### config.mk
export PLATFORM = sky130hd
export DESIGN_NAME = periodic_task_tick_table
export DESIGN_NICKNAME = d
export VERILOG_FILES = /design/src/ptt_pkg.sv /design/src/periodic_task_tick_table.sv /design/src/ptt_ctrl.sv /design/src/ptt_dp.sv
export VERILOG_INCLUDE_DIRS = /design/src /design/src/src
export SDC_FILE = /design/constraint.sdc
export NUM_CORES = 1
export LEC_CHECK = 0
export ABC_AREA = 1
export BUFFER_PORTS_ARGS = -buffer_cell sky130_fd_sc_hd__buf_4
export CAP_MARGIN = 20
export CORE_MARGIN = 1.5
export CORE_UTILIZATION = 60
export CTS_CLUSTER_DIAMETER = 200
export DETAILED_ROUTE_END_ITERATION = 16
export PLACE_DENSITY = 0.75
export SETUP_SLACK_MARGIN = 0.1
export SLEW_MARGIN = 20
export SYNTH_ARGS = -nofsm -noshare
export SYNTH_HDL_FRONTEND = slang
export SYNTH_HIERARCHICAL = 1
export SYNTH_SLANG_ARGS = --single-unit
### constraint.sdc
create_clock -name clk -period 5.95 [get_ports clk]
set_input_delay 1.19 -clock clk [delete_from_list [all_inputs] [get_ports clk]]
set_output_delay 1.19 -clock clk [all_outputs]
set_load 0.03 [all_outputs]
### src/periodic_task_tick_table_macros.svh
// ----------------------------------------------------------------------------
// Periodic task tick table - assertion macros
// Shared concurrent assertion forms, clocked on a rising edge and held off in
// reset.
// ----------------------------------------------------------------------------
`ifndef PERIODIC_TASK_TICK_TABLE_MACROS_SVH
`define PERIODIC_TASK_TICK_TABLE_MACROS_SVH

// consequent must hold in the same cycle as the antecedent
`define PTT_ASSERT_NOW(label, clk, rst_n, ante, cons, msg) \
	label: assert property (@(posedge clk) disable iff (!rst_n) (ante) |-> (cons)) \
		else $error(msg);

// consequent must hold in the cycle after the antecedent
`define PTT_ASSERT_NEXT(label, clk, rst_n, ante, cons, msg) \
	label: assert property (@(posedge clk) disable iff (!rst_n) (ante) |=> (cons)) \
		else $error(msg);

`endif

### src/ptt_pkg.sv
// ----------------------------------------------------------------------------
// Periodic task tick table - package
// Shared constants, table entry layout, controller states and the command and
// status bundles between controller and datapath.
// ----------------------------------------------------------------------------
`timescale 1ns / 1ps

package ptt_pkg;

	localparam int MAX_TASKS_DEF = 8;
	localparam int MAX_RESULTS   = 8;
	localparam int NRW           = $clog2(MAX_RESULTS + 1);

	localparam logic [1:0] OP_ADD    = 2'd0;
	localparam logic [1:0] OP_REMOVE = 2'd1;
	localparam logic [1:0] OP_TICK   = 2'd2;

	localparam logic [1:0] STAT_OK        = 2'd0;
	localparam logic [1:0] STAT_FULL      = 2'd1;
	localparam logic [1:0] STAT_NOT_FOUND = 2'd2;
	localparam logic [1:0] STAT_FIRED     = 2'd3;

	typedef struct packed {
		logic [7:0]  id;
		logic [15:0] period;
		logic [15:0] remaining;
	} entry_t;

	typedef enum logic [3:0] {
		ST_IDLE,
		ST_ADD,
		ST_RM_RD,
		ST_RM_CMP,
		ST_SH_RD,
		ST_SH_WR,
		ST_TK_RD,
		ST_TK_UPD,
		ST_FINISH
	} state_t;

	typedef enum logic [1:0] {
		WR_ADD,
		WR_SHIFT,
		WR_TICK
	} wr_kind_t;

	typedef enum logic [2:0] {
		RES_OK,
		RES_FULL,
		RES_NOT_FOUND,
		RES_PEND,
		RES_FINAL
	} res_kind_t;

	typedef struct packed {
		logic      latch;
		logic      idx_inc;
		logic      rd_en;
		logic      rd_next;
		logic      wr_en;
		wr_kind_t  wr_kind;
		logic      cnt_inc;
		logic      cnt_dec;
		logic      rep_inc;
		logic      push;
		res_kind_t push_kind;
	} cmd_t;

	typedef struct packed {
		logic room;
		logic idx_lt_cnt;
		logic nxt_lt_cnt;
		logic id_match;
		logic fire;
		logic rep_room;
		logic have_pend;
		logic out_space;
	} sts_t;

endpackage

### src/periodic_task_tick_table.sv
// ----------------------------------------------------------------------------
// Periodic task tick table - top level
// Compacted table of periodic tasks: add, remove by id, and timer tick that
// reports up to MAX_RESULTS tasks whose count runs out.
//
//   channel  dir  tdata fields (low bit up)                    side bits
//   s_       in   opcode[1:0] task_id[9:2] period[25:10]        -
//                 first_delay[41:26], zero fill to 48
//   m_       out  status[1:0] fired_id[9:2], zero fill to 16    tlast = last
//
// One item at a time; table reads are registered. Add appends if there is
// room; remove compares entries to the id, then shifts later entries down;
// tick rewrites each entry decremented or reloaded from its period. Reset
// clears the counts, walk index and output valid, not the table.
// A stalled result stalls the walk only when the next result is ready to go.
// ----------------------------------------------------------------------------
`timescale 1ns / 1ps

module periodic_task_tick_table
	import ptt_pkg::*;
#(
	parameter int MAX_TASKS = MAX_TASKS_DEF
) (
	input  logic        clk,
	input  logic        arst_n,
	input  logic        s_tvalid,
	output logic        s_tready,
	input  logic [47:0] s_tdata,  // opcode, task_id, period, first_delay
	output logic        m_tvalid,
	input  logic        m_tready,
	output logic [15:0] m_tdata,  // status, fired_id
	output logic        m_tlast
);

	`include "periodic_task_tick_table_macros.svh"

	cmd_t       cmd;
	sts_t       sts;
	logic [1:0] res_status;
	logic [7:0] res_id;

	ptt_ctrl u_ctrl (
		.clk      (clk),
		.arst_n   (arst_n),
		.in_valid (s_tvalid),
		.in_op    (s_tdata[1:0]),
		.in_ready (s_tready),
		.sts      (sts),
		.cmd      (cmd)
	);

	ptt_dp #(
		.MAX_TASKS (MAX_TASKS)
	) u_dp (
		.clk        (clk),
		.arst_n     (arst_n),
		.cmd        (cmd),
		.sts        (sts),
		.in_id      (s_tdata[9:2]),
		.in_period  (s_tdata[25:10]),
		.in_first   (s_tdata[41:26]),
		.out_valid  (m_tvalid),
		.out_ready  (m_tready),
		.out_status (res_status),
		.out_id     (res_id),
		.out_last   (m_tlast)
	);

	assign m_tdata = {6'd0, res_id, res_status};

	`PTT_ASSERT_NOW(a_push_space, clk, arst_n, cmd.push, sts.out_space, "result pushed over a waiting one")
	`PTT_ASSERT_NOW(a_add_room, clk, arst_n, cmd.cnt_inc, sts.room && cmd.wr_en, "entry added to a full table")
	`PTT_ASSERT_NOW(a_accept_quiet, clk, arst_n, s_tvalid && s_tready, !cmd.wr_en && !cmd.push, "table busy at accept")
	`PTT_ASSERT_NEXT(a_one_item, clk, arst_n, s_tvalid && s_tready, !s_tready, "second item taken before the first finished")

endmodule

### src/ptt_ctrl.sv
// ----------------------------------------------------------------------------
// Periodic task tick table - controller
// Sequences add, remove (search then shift down) and tick (walk and reload)
// over the entry table, with reads and writes in separate states.
// ----------------------------------------------------------------------------
`timescale 1ns / 1ps

module ptt_ctrl
	import ptt_pkg::*;
(
	input  logic       clk,
	input  logic       arst_n,
	input  logic       in_valid,
	input  logic [1:0] in_op,
	output logic       in_ready,
	input  sts_t       sts,
	output cmd_t       cmd
);

	state_t state_q, state_d;
	logic   rec;
	logic   stall;

	// a fire is recorded while the report budget lasts; the previous one goes out
	assign rec   = sts.fire & sts.rep_room;
	assign stall = rec & sts.have_pend & ~sts.out_space;

	always_ff @(posedge clk or negedge arst_n) begin
		if (!arst_n) begin
			state_q <= ST_IDLE;
		end else begin
			state_q <= state_d;
		end
	end

	always_comb begin
		state_d = state_q;
		case (state_q)
			ST_IDLE: begin
				if (in_valid) begin
					case (in_op)
						OP_ADD:    state_d = ST_ADD;
						OP_REMOVE: state_d = ST_RM_RD;
						OP_TICK:   state_d = ST_TK_RD;
						default:   state_d = ST_FINISH;
					endcase
				end
			end
			ST_ADD: begin
				if (sts.out_space) state_d = ST_IDLE;
			end
			ST_RM_RD: begin
				if (sts.idx_lt_cnt)     state_d = ST_RM_CMP;
				else if (sts.out_space) state_d = ST_IDLE;
			end
			ST_RM_CMP: begin
				state_d = sts.id_match ? ST_SH_RD : ST_RM_RD;
			end
			ST_SH_RD: begin
				if (sts.nxt_lt_cnt)     state_d = ST_SH_WR;
				else if (sts.out_space) state_d = ST_IDLE;
			end
			ST_SH_WR: state_d = ST_SH_RD;
			ST_TK_RD: begin
				state_d = sts.idx_lt_cnt ? ST_TK_UPD : ST_FINISH;
			end
			ST_TK_UPD: begin
				if (!stall) state_d = ST_TK_RD;
			end
			ST_FINISH: begin
				if (sts.out_space) state_d = ST_IDLE;
			end
			default: state_d = ST_IDLE;
		endcase
	end

	always_comb begin
		cmd           = '0;
		cmd.wr_kind   = WR_ADD;
		cmd.push_kind = RES_OK;
		in_ready      = 1'b0;
		case (state_q)
			ST_IDLE: begin
				in_ready  = 1'b1;
				cmd.latch = in_valid;
			end
			ST_ADD: begin
				if (sts.out_space) begin
					cmd.push      = 1'b1;
					cmd.push_kind = sts.room ? RES_OK : RES_FULL;
					cmd.wr_en     = sts.room;
					cmd.wr_kind   = WR_ADD;
					cmd.cnt_inc   = sts.room;
				end
			end
			ST_RM_RD: begin
				if (sts.idx_lt_cnt) begin
					cmd.rd_en = 1'b1;
				end else if (sts.out_space) begin
					cmd.push      = 1'b1;
					cmd.push_kind = RES_NOT_FOUND;
				end
			end
			ST_RM_CMP: begin
				cmd.idx_inc = ~sts.id_match;
			end
			ST_SH_RD: begin
				if (sts.nxt_lt_cnt) begin
					cmd.rd_en   = 1'b1;
					cmd.rd_next = 1'b1;
				end else if (sts.out_space) begin
					cmd.push      = 1'b1;
					cmd.push_kind = RES_OK;
					cmd.cnt_dec   = 1'b1;
				end
			end
			ST_SH_WR: begin
				cmd.wr_en   = 1'b1;
				cmd.wr_kind = WR_SHIFT;
				cmd.idx_inc = 1'b1;
			end
			ST_TK_RD: begin
				cmd.rd_en = sts.idx_lt_cnt;
			end
			ST_TK_UPD: begin
				if (!stall) begin
					cmd.wr_en     = 1'b1;
					cmd.wr_kind   = WR_TICK;
					cmd.idx_inc   = 1'b1;
					cmd.rep_inc   = rec;
					cmd.push      = rec & sts.have_pend;
					cmd.push_kind = RES_PEND;
				end
			end
			ST_FINISH: begin
				if (sts.out_space) begin
					cmd.push      = 1'b1;
					cmd.push_kind = RES_FINAL;
				end
			end
			default: begin
				cmd = '0;
			end
		endcase
	end

endmodule

### src/ptt_dp.sv
// ----------------------------------------------------------------------------
// Periodic task tick table - datapath
// Entry table memory with registered read, fill count, walk index, report
// count with the held-back fire id, and the result output register.
// ----------------------------------------------------------------------------
`timescale 1ns / 1ps

module ptt_dp
	import ptt_pkg::*;
#(
	parameter int MAX_TASKS = MAX_TASKS_DEF
) (
	input  logic        clk,
	input  logic        arst_n,
	input  cmd_t        cmd,
	output sts_t        sts,
	input  logic [7:0]  in_id,
	input  logic [15:0] in_period,
	input  logic [15:0] in_first,
	output logic        out_valid,
	input  logic        out_ready,
	output logic [1:0]  out_status,
	output logic [7:0]  out_id,
	output logic        out_last
);

	localparam int CW = $clog2(MAX_TASKS + 1);
	localparam int AW = (MAX_TASKS > 1) ? $clog2(MAX_TASKS) : 1;

	entry_t          mem_q [MAX_TASKS];
	entry_t          rd_q;
	entry_t          wr_data;
	logic [AW-1:0]   rd_addr;
	logic [AW-1:0]   wr_addr;
	logic [7:0]      id_q;
	logic [15:0]     per_q;
	logic [15:0]     first_q;
	logic [CW-1:0]   count_q;
	logic [CW-1:0]   idx_q;
	logic [CW:0]     idx_nxt;
	logic [NRW-1:0]  nrep_q;
	logic [7:0]      pend_id_q;
	logic [15:0]     dec;
	logic            out_valid_q;
	logic [1:0]      out_status_q;
	logic [7:0]      out_id_q;
	logic            out_last_q;

	assign idx_nxt = {1'b0, idx_q} + {{CW{1'b0}}, 1'b1};
	assign rd_addr = cmd.rd_next ? idx_nxt[AW-1:0] : idx_q[AW-1:0];
	assign wr_addr = (cmd.wr_kind == WR_ADD) ? count_q[AW-1:0] : idx_q[AW-1:0];
	assign dec     = rd_q.remaining - 16'd1;

	always_comb begin
		case (cmd.wr_kind)
			WR_ADD:   wr_data = '{id: id_q, period: per_q, remaining: first_q};
			WR_SHIFT: wr_data = rd_q;
			WR_TICK: begin
				wr_data           = rd_q;
				wr_data.remaining = (dec == 16'd0) ? rd_q.period : dec;
			end
			default:  wr_data = rd_q;
		endcase
	end

	always_ff @(posedge clk) begin
		if (cmd.wr_en) begin
			mem_q[wr_addr] <= wr_data;
		end
	end

	always_ff @(posedge clk) begin
		if (cmd.rd_en) begin
			rd_q <= mem_q[rd_addr];
		end
	end

	always_ff @(posedge clk) begin
		if (cmd.latch) begin
			id_q    <= in_id;
			per_q   <= in_period;
			first_q <= in_first;
		end
		if (cmd.rep_inc) begin
			pend_id_q <= rd_q.id;
		end
	end

	always_ff @(posedge clk or negedge arst_n) begin
		if (!arst_n) begin
			count_q <= '0;
			idx_q   <= '0;
			nrep_q  <= '0;
		end else begin
			if (cmd.cnt_inc) begin
				count_q <= count_q + {{(CW-1){1'b0}}, 1'b1};
			end else if (cmd.cnt_dec) begin
				count_q <= count_q - {{(CW-1){1'b0}}, 1'b1};
			end
			if (cmd.latch) begin
				idx_q <= '0;
			end else if (cmd.idx_inc) begin
				idx_q <= idx_nxt[CW-1:0];
			end
			if (cmd.latch) begin
				nrep_q <= '0;
			end else if (cmd.rep_inc) begin
				nrep_q <= nrep_q + {{(NRW-1){1'b0}}, 1'b1};
			end
		end
	end

	// hold a result until taken; a new one may load in the cycle it leaves
	always_ff @(posedge clk or negedge arst_n) begin
		if (!arst_n) begin
			out_valid_q <= 1'b0;
		end else if (cmd.push) begin
			out_valid_q <= 1'b1;
		end else if (out_ready) begin
			out_valid_q <= 1'b0;
		end
	end

	always_ff @(posedge clk) begin
		if (cmd.push) begin
			case (cmd.push_kind)
				RES_OK: begin
					out_status_q <= STAT_OK;
					out_id_q     <= 8'd0;
					out_last_q   <= 1'b1;
				end
				RES_FULL: begin
					out_status_q <= STAT_FULL;
					out_id_q     <= 8'd0;
					out_last_q   <= 1'b1;
				end
				RES_NOT_FOUND: begin
					out_status_q <= STAT_NOT_FOUND;
					out_id_q     <= 8'd0;
					out_last_q   <= 1'b1;
				end
				RES_PEND: begin
					out_status_q <= STAT_FIRED;
					out_id_q     <= pend_id_q;
					out_last_q   <= 1'b0;
				end
				RES_FINAL: begin
					out_status_q <= (nrep_q != '0) ? STAT_FIRED : STAT_OK;
					out_id_q     <= (nrep_q != '0) ? pend_id_q : 8'd0;
					out_last_q   <= 1'b1;
				end
				default: begin
					out_status_q <= STAT_OK;
					out_id_q     <= 8'd0;
					out_last_q   <= 1'b1;
				end
			endcase
		end
	end

	assign sts.room       = count_q < CW'(MAX_TASKS);
	assign sts.idx_lt_cnt = idx_q < count_q;
	assign sts.nxt_lt_cnt = idx_nxt < {1'b0, count_q};
	assign sts.id_match   = rd_q.id == id_q;
	assign sts.fire       = dec == 16'd0;
	assign sts.rep_room   = nrep_q < NRW'(MAX_RESULTS);
	assign sts.have_pend  = nrep_q != '0;
	assign sts.out_space  = ~out_valid_q | out_ready;

	assign out_valid  = out_valid_q;
	assign out_status = out_status_q;
	assign out_id     = out_id_q;
	assign out_last   = out_last_q;

endmodule
# --- Word level (Yosys, flattened, before mapping) ---
# Memories as Yosys holds them, arrays and structs flattened. A register that Yosys moved wholly into a read port is not among the register bits.
# Cells that the tools add are included.
totals:
  reg_bits: 76
  output_inout_bits: 19
  mem_count: 1
  word_cells: 111
  inputBits: 52
  ram_bits: 320
classes:
  eq_ne: 18
  reduce_logical: 11
  bitwise_logic: 7
  n_lt_le_gt_ge: 4
  mux: 53
  n_addsub: 5
mem_list:
  columns: ["memory", "depth", "word_bits", "rd", "rd_ports_with_merged_regs", "wr", "line", "text"]
  rows:
  - ["u_dp.mem_q", 8, 40, 1, 1, 1, "ptt_dp.sv:30", "entry_t mem_q [MAX_TASKS];"]
ops:
  columns: ["cell", "count"]
  rows:
  - ["40-bit one-hot mux with 2 select lines", 1]
  - ["4-bit two-way mux", 19]
  - ["4-bit one-hot mux with 8 select lines", 1]
  - ["4-bit one-hot mux with 5 select lines", 1]
  - ["4-bit by 3-bit == test with 1-bit output (second input constant)", 4]
  - ["16-bit logical NOT", 1]
  - ["1-bit two-way mux", 16]
  - ["16-bit two-way mux", 1]
  - ["8-bit one-hot mux with 2 select lines", 1]
  - ["16-bit by 1-bit subtractor with 16-bit output (second input constant)", 1]
  - ["3-bit two-way mux", 4]
  - ["4-bit one-hot mux with 3 select lines", 1]
  - ["3-bit one-hot mux with 3 select lines", 1]
  - ["4-bit by 1-bit adder with 4-bit output (second input constant)", 2]
  - ["4-bit by 2-bit == test with 1-bit output (second input constant)", 2]
  - ["8-bit == test", 1]
  - ["4-bit < comparator (second input constant)", 2]
  - ["8-bit two-way mux", 1]
  - ["2-bit one-hot mux with 4 select lines", 1]
  - ["2-bit nonzero test", 4]
  - ["3-bit by 2-bit == test with 1-bit output (second input constant)", 2]
  - ["1-bit one-hot mux with 3 select lines", 2]
  - ["4-bit by 1-bit adder with 5-bit output (second input constant)", 1]
  - ["5-bit by 4-bit < comparator with 1-bit output", 1]
  - ["19 further kinds", 27]

# --- Longest topological paths before layout ---
# Gate-level depths: netlist of run 1.
depth:
  ltp_word: 9
  depth_mapped: 23
  ltp_nobuf: 22

# --- Cells and area by module ---
# Netlist of run 1, hierarchy kept.
by_module_without_submodules:
  columns: ["module", "area_per_inst_um2", "cells_per_inst", "seq_area_each_um2", "instances"]
  rows:
  - ["ptt_dp", 17665.7, 1348, 12907.4, 1]
  - ["ptt_ctrl", 585.6, 97, 100.1, 1]
  - ["periodic_task_tick_table", 48.8, 7, 0.0, 1]

# --- Worst setup path after synthesis of run 1 ---
# Ideal clock, no wire load.
synth_path:
  path_kind: "flip-flop to flip-flop"
  start: "register, netlist name u_dp/rd_q[0]"
  end: "memory u_dp/mem_q[0][0] in the netlist's numbering (enable)"
  required_time_ns: 5.512
  n_path_buf: 1
  arrival_ns: 4.611
  setup_ns: 0.438
  path_slack_ns: 0.901
  stages_incl_launch_ff: 21
  synth_period_minus_slack_ns: 5.049
  path_cell_list: "edfxtp_1 > inv_2 > ha_1 > xnor2_1 > nand2_1 > nor2_2 > nand2_1 > nor2_2 > nand2_2 > nor2_8 > nand2_4 > buf_6 > inv_1 > nand3_1 > nor2_1 > nor2_4 > nor2_1 > o21ai_0 > inv_1 > nand2_1 > nor2_1"
synth_rtl:
  columns: ["element", "line"]
  rows:
  - ["end, declared", "ptt_dp.sv:30"]

==> results of run 1 <==
## where the power goes
group          switching, mW  leakage [nW]  internal [mW]
Combinational           2.37          2.67           1.00
Sequential             0.240          4.02           4.18
Clock                   1.10         0.682           1.54
## state kept, by name, indices dropped and copies added (netlist names)
| register | count |
|---|---|
| u_dp/idx_q | 4 |
| u_dp/rd_q | 40 |
| u_dp/nrep_q | 4 |
| u_ctrl/state_q | 4 |
| u_dp/out_last | 1 |
| u_dp/per_q | 16 |
| u_dp/out_valid | 1 |
| u_dp/mem_q | 320 |
| u_dp/pend_id_q | 8 |
| u_dp/id_q | 8 |
| u_dp/count_q | 4 |
| u_dp/out_status | 2 |
| u_dp/out_id | 8 |
| u_dp/first_q | 16 |
## how the worst max path moves through the flow
stage / slack (ns) / to / start / cells after the start
global route: 0.54 / u_dp/mem_q[7][5]$_DFFE_PP_ / u_dp/rd_q[0]$_DFFE_PP_ / 21
global placement: 1.11 / u_dp/mem_q[7][27]$_DFFE_PP_ / u_dp/rd_q[0]$_DFFE_PP_ / 20
finish: 1.01 / u_dp/mem_q[7][27]$_DFFE_PP_ / u_dp/rd_q[0]$_DFFE_PP_ / 20
floorplan: 0.90 / u_dp/mem_q[0][0]$_DFFE_PP_ / u_dp/rd_q[0]$_DFFE_PP_ / 20
CTS: 0.99 / u_dp/mem_q[7][5]$_DFFE_PP_ / u_dp/rd_q[0]$_DFFE_PP_ / 20
detailed placement: 1.02 / u_dp/mem_q[7][27]$_DFFE_PP_ / u_dp/rd_q[0]$_DFFE_PP_ / 20
## synth_stat cells (2+ instances only)
library cell / n
clkbuf_1: 56
buf_2: 9
nor2_4: 5
buf_4: 7
inv_1: 85
nand2_4: 3
a31oi_1: 40
or2_2: 3
nor3_1: 2
xor2_1: 8
a21oi_1: 11
a22oi_1: 17
nor2_2: 10
o21bai_1: 80
nand3_1: 56
nand2_1: 132
edfxtp_1: 419
dfrtp_1: 17
o21ai_1: 7
o21a_1: 2
o22ai_1: 40
nor2_1: 174
o21ai_2: 2
clkbuf_8: 3
inv_2: 8
nand4_1: 6
nand3_2: 2
xnor2_1: 6
clkinv_1: 2
mux2_2: 7
nand2_2: 8
ha_1: 16
buf_6: 3
o21ai_0: 194
a21o_1: 2
## area by class of cell
| class | instances | area (µm²) |
|---|---|---|
| Sequential cell | 436 | 13000 |
| Fill cell | 2028 | 9170 |
| Multi-Input combinational cell | 848 | 4680 |
| Clock buffer | 53 | 1180 |
| Timing Repair Buffer | 78 | 698 |
| Tap cell | 390 | 488 |
| Inverter | 95 | 359 |
| Clock inverter | 24 | 215 |
## layer usage
metal | up-vias | global-route usage | share of wire
met1 | 5632 | 0.354 | 0.42
met3 | 68 | 0.0328 | 0.062
met5 | - | 0 | 0
met4 | 0 | 0.0763 | 0.022
li1 | 5360 | - | -
met2 | 401 | 0.430 | 0.49
## kinds of logic (layout without fill, tap and decap cells)
group,count (synthesis),in the layout,share of synthesized area
mux,7,7,0.00431
fa+ha+maj,17,17,0.0120
flops,436,436,0.711
other cells,1,6,0.000205
xor+xnor,14,14,0.00670
compound gates,399,399,0.129
buf+inv,173,250,0.0404
simple gates,405,405,0.0961
## through the flow
step / util / instance area, µm² / cells / hold slack, ns / worst slack (ns)
6_report: 0.692 / 20600 / 1924 / 0.455 / 1.01
3_5_place_dp: 0.645 / 19200 / 1847 / 0.435 / 1.02
2_1_floorplan: - / 18300 / 1457 / 0.426 / 0.901
3_3_place_gp: 0.645 / 19200 / 1847 / 0.431 / 1.11
4_1_cts: 0.692 / 20600 / 1924 / 0.450 / 0.991
5_1_grt: 0.692 / 20600 / 1924 / 0.475 / 0.537
## critical path: stages, from the launching register on
cell	delay, ns
edfxtp_1	0.50
inv_2	0.14
ha_1	0.30
xnor2_1	0.18
nand2_1	0.09
nor2_2	0.10
nand2_1	0.07
nor2_2	0.14
nand2_2	0.10
nor2_8	0.26
nand2_4	0.19
inv_1	0.15
nand3_1	0.12
nor2_1	0.30
nor2_4	0.11
nor2_4	0.41
nand2_1	0.09
o21ai_0	0.19
nand2_1	0.22
nor2_4	0.67
buf_12	0.30
==> qor.csv, run 1 <==
metric,value,unit
status,completed,
R2R depth,20,
clock latency on the worst-skew pair,0.53,ns
crit path launch type,register,
most frequent cells in the layout,"419 x edfxtp_1, 193 x o21ai_0, 163 x nor2_1, 132 x nand2_1, 84 x inv_1",
cts repair resizes,0,
Most used DFF post-synth,edfxtp_1,
RSZ-0062 raised after global routing,false,
"antenna viol nets, final",0,
Crit path arrival time,5.16,ns
Post-synth EDFFs,419,
syn_area_per_cell,12.6,µm²
PortBufs,58,
setup repair bufs after CTS,0,
Tot Pwr,10.4,mW
post-DP HPWL,21700,µm
Cell variety after synth,45,
Clk Tree Root Cell,clkbuf_16,
largest net degree at the start of global routing,161,
post-synthesis async set-or-reset flop share,0.0390,
CTS tree,yes,
pwr/cell area,506,mW/mm²
"most common cell after layout, fill and taps aside",edfxtp_1,
crit path time final,4.94,ns
die span in y,178,µm
Die ar.,0.0316,mm²
"Req. time, crit path",6.18,ns
hold depth,0,
Placer Congestion,0.887,
clk slew on worst S/H paths,0.06,ns
Sum Neg Setup Slack,0,ns
GRT Util Overall,0.256,
Slew @ Worst Pin,0.997,ns
FF-to-FF End,u_dp/mem_q[7][27]$_DFFE_PP_,
H-Tree Depth,2,
CP Class,register to register,
count of final hold-check violations,0,
peak supply drop,0.527,mV
reg-to-reg startpoint,u_dp/rd_q[0]$_DFFE_PP_,
Setup Skew,0.0113,ns
"Period Utilization, post-route",0.830,
R2R setup slack,1.01,ns
clk buf depth,3,
core area,0.0298,mm²
number of synthesized register bits,436,
Detailed Route WL,38900,µm
Synth area leader,edfxtp_1,
Nets,1572,
sequential fraction of the synthesis area,0.711,
Hold Startpoint,u_dp/rd_q[35]$_DFFE_PP_,
max cap viols,0,
Syn Std Cell Area,0.0183,mm²
Starting Density,0.614,
boundary pin count,71,
vias per cell,5.96,
Pleak,7.37,nW
Die X,178,µm
WL per Instance,20.2,µm
synth warn,6,
setup violators final,0,
Post-Synthesis Cells,1452,
Worst Hold Path EP,u_dp/pend_id_q[3]$_DFFE_PP_,
fmax,0.203,GHz
first-pass GRT wire length,61200,µm
first-pass iteration count of the detailed router,7,
n_diodes,0,
synth top area cells,"edfxtp_1 69%, o21ai_0 5.3%, nor2_1 3.6%, o21bai_1 3.3%, nand2_1 2.7%",
worst-path fanout max,24,
Num Clock Sinks,436,
area grow syn2layout,12.7,%
cts bufs inserted,44,
Initial DRC Count,1141,
vias in the first global route,11200,
Cell Rows,63,
worst min-delay path class,register to register,
initial antenna violation count,0,
hold_buf cts,0,
layout cell share with drive strength beyond 1,0.134,
max-slew violations,0,
global route overflow,0,
post-synth top area share,0.688,
CP Capture Type,register,
via count,11500,
Post-route DRC,0,
Slew HR,0.333,
No activity file was read; power rests on OpenSTA's default activity.
==> inputs of run 2 (changes only) <==
==> constraint.sdc (replaced) <==
create_clock -name clk -period 4.8 [get_ports clk]
set_input_delay 0.96 -clock clk [delete_from_list [all_inputs] [get_ports clk]]
set_output_delay 0.96 -clock clk [all_outputs]
set_load 0.03 [all_outputs]
==> run 2 against run 1 <==
  * Critical path depth rose by 1
  * Clock skew rose by 0.0064 ns
  * Combinational power rose by 27%
  * Largest cell class unchanged
==> qor.csv, run 2 (synthesized netlist as in run 1, its figures left out) <==
metric,value,unit,change
Internal Power,8.42,mW,+25%
first-pass GRT wire length,60500,µm,-1.0%
count of final hold-check violations,0,,unchanged
Setup Skew,0.0177,ns,+0.00643 ns
Clk Tree Root Cell,clkbuf_16,,
Die X,178,µm,unchanged
max-slew violations,0,,unchanged
RSZ-0062 raised after global routing,false,,
clk buf depth,3,,unchanged
vias per cell,5.97,,+0.23%
PnR worst setup slack,0.559,ns,-0.455 ns
n_diodes,0,,unchanged
global route overflow,0,,unchanged
first-pass iteration count of the detailed router,6,,-1
Cell Rows,63,,unchanged
Place WS,0.594,ns,-0.429 ns
H-Tree Depth,2,,unchanged
initial antenna violation count,0,,unchanged
Slew HR,0.356,,+0.0232
via count,11500,,+0.59%
boundary pin count,71,,unchanged
core area,0.0298,mm²,unchanged
most frequent cells in the layout,"419 x edfxtp_1, 193 x o21ai_0, 163 x nor2_1, 132 x nand2_1, 84 x inv_1",,
"Period Utilization, post-route",0.884,,+0.0539
Initial DRC Count,1091,,-4.4%
crit path time final,4.24,ns,-0.695 ns
Die ar.,0.0316,mm²,unchanged
Detailed Route WL,39000,µm,+0.17%
max cap viols,0,,unchanged
status,completed,,
Largest register FFs,320,,unchanged
Hold WS,0.292,ns,-0.162 ns
sw frac,0.353,,-0.00320
met2 Usage GRT,0.431,,+0.00130
Reg power frac,0.421,,-0.002
Starting Density,0.614,,unchanged
WL per Instance,20.2,µm,-0.19%
CP Capture Type,register,,
worst-path fanout max,40,,+67%
PortBufs,58,,unchanged
clock share of power,0.251,,-0.002
"most common cell after layout, fill and taps aside",edfxtp_1,,
gr busiest metal,met2,,
post-DP HPWL,21500,µm,-0.94%
crit path launch type,register,,
"antenna viol nets, final",0,,unchanged
met1 Track Usage GR,0.336,,-0.0171
pwr/cell area,629,mW/mm²,+24%
clk slew on worst S/H paths,0.06,ns,about the same
GRT Util Overall,0.254,,-0.00226
setup violators final,0,,unchanged
hold_buf cts,0,,unchanged
Pleak,7.40,nW,+0.38%
largest register by flop count,u_dp/mem_q,,
fmax,0.236,GHz,+16%
Nets,1577,,+0.32%
Num Clock Sinks,436,,unchanged
worst min-delay path class,primary input to asynchronous set/reset pin,,
Slew @ Worst Pin,0.956,ns,-0.0411 ns
CTS tree,yes,,
cts bufs inserted,43,,-2.3%
met3 Usage GRT,0.0353,,+0.00257
peak supply drop,0.386,mV,-27%
cts repair resizes,0,,unchanged
vias in the first global route,11200,,-0.43%
setup repair bufs after CTS,0,,unchanged
Finished Core Util,0.695,,+0.00294
die span in y,178,µm,unchanged
biggest regs,"u_dp/mem_q: 320 flops, u_dp/rd_q: 40 flops",,
Post-route DRC,0,,unchanged
CP Class,register to register,,
clock latency on the worst-skew pair,0.55,ns,+0.02 ns
Sw Pwr,4.59,mW,+24%
area grow syn2layout,13.2,%,
Crit path arrival time,4.45,ns,-0.71 ns
Placer Congestion,0.892,,+0.48%
"Req. time, crit path",5.01,ns,-1.17 ns
largest net degree at the start of global routing,62,,-61%
layout cell share with drive strength beyond 1,0.130,,-0.00385
Gate power share,0.329,,+0.006
==> run 2: cell types whose count changed in the layout (fill, tap and decap cells not counted), sizes merged <==
cell | previous run | this run
clkinv | 19 | 11
clkinvlp | 2 | 1
buf | 78 | 84
clkbuf | 53 | 64
inv | 95 | 94
==> run 2: area by class of cell <==
class                   count  area, µm²
clock buffers              64       1220
clock inverters            14        154
fillers                  2001       9090
inverters                  95        359
multi-input cells         848       4680
flip-flops and latches    436      13000
well taps                 390        488
repair buffers             84        806
==> run 2: worst max-delay path: stages (launching register included) <==
cell and delay (ns):
edfxtp_1 0.52, inv_2 0.15, ha_1 0.31, nand2_2 0.14, nor2_2 0.15, nand2_1 0.06
nand2_1 0.05, nand2_1 0.07, inv_2 0.07, nand3_2 0.12, nor2_8 0.23, nand2_4 0.17
inv_1 0.14, nand3_1 0.10, nor2_1 0.29, nor2_4 0.11, nor2_4 0.22, nand2_1 0.07
o21ai_0 0.11, nand2_1 0.28, nor2_4 0.21, buf_12 0.29
==> run 2: power by group through the flow <==
stage | combinational, mW | clock, mW | sequential (mW)
5_1_grt | 4.74 | 3.47 | 5.52
4_1_cts | 4.28 | 3.31 | 5.47
3_3_place_gp | 4.09 | 0 | 5.53
2_1_floorplan | 2.91 | 0 | 5.53
3_5_place_dp | 4.24 | 0 | 5.54
6_report | 4.28 | 3.27 | 5.47
==> run 2: routing by layer <==
metal | wire [µm] | share of wire | vias up
li1 | - | - | 5385
met1 | 16000 | 0.41 | 5621
met2 | 19300 | 0.50 | 438
met3 | 2560 | 0.066 | 85
met4 | 1120 | 0.029 | 0
met5 | 0 | 0 | -
==> run 2: worst paths after layout <==
check / start / to / slack [ns] / depth (start not counted)
min in group clk: u_dp/rd_q[35]$_DFFE_PP_ / u_dp/pend_id_q[3]$_DFFE_PP_ / 0.45 / 0
hold / removal: arst_n / u_dp/nrep_q[0]$_DFFE_PN0P_ / 0.29 / 1
max in group asynchronous: arst_n / u_ctrl/state_q[3]$_DFFE_PN0P_ / 4.30 / 1
setup reg to reg: u_dp/rd_q[0]$_DFFE_PP_ / u_dp/mem_q[4][32]$_DFFE_PP_ / 0.56 / 21
hold reg to reg: u_dp/rd_q[35]$_DFFE_PP_ / u_dp/pend_id_q[3]$_DFFE_PP_ / 0.45 / 0
setup / recovery: u_dp/rd_q[0]$_DFFE_PP_ / u_dp/mem_q[4][32]$_DFFE_PP_ / 0.56 / 21
==> run 2: through the flow <==
step | std cells | setup TNS, ns | total power [mW] | instance area (µm²)
after floorplan | 1457 | -69.51 | 8.43 | 18300
after global placement | 1853 | 0 | 9.62 | 19300
after detailed placement | 1853 | 0 | 9.78 | 19300
after CTS | 1931 | 0 | 13.1 | 20700
after global routing | 1931 | 0 | 13.7 | 20700
final | 1931 | 0 | 13.0 | 20700
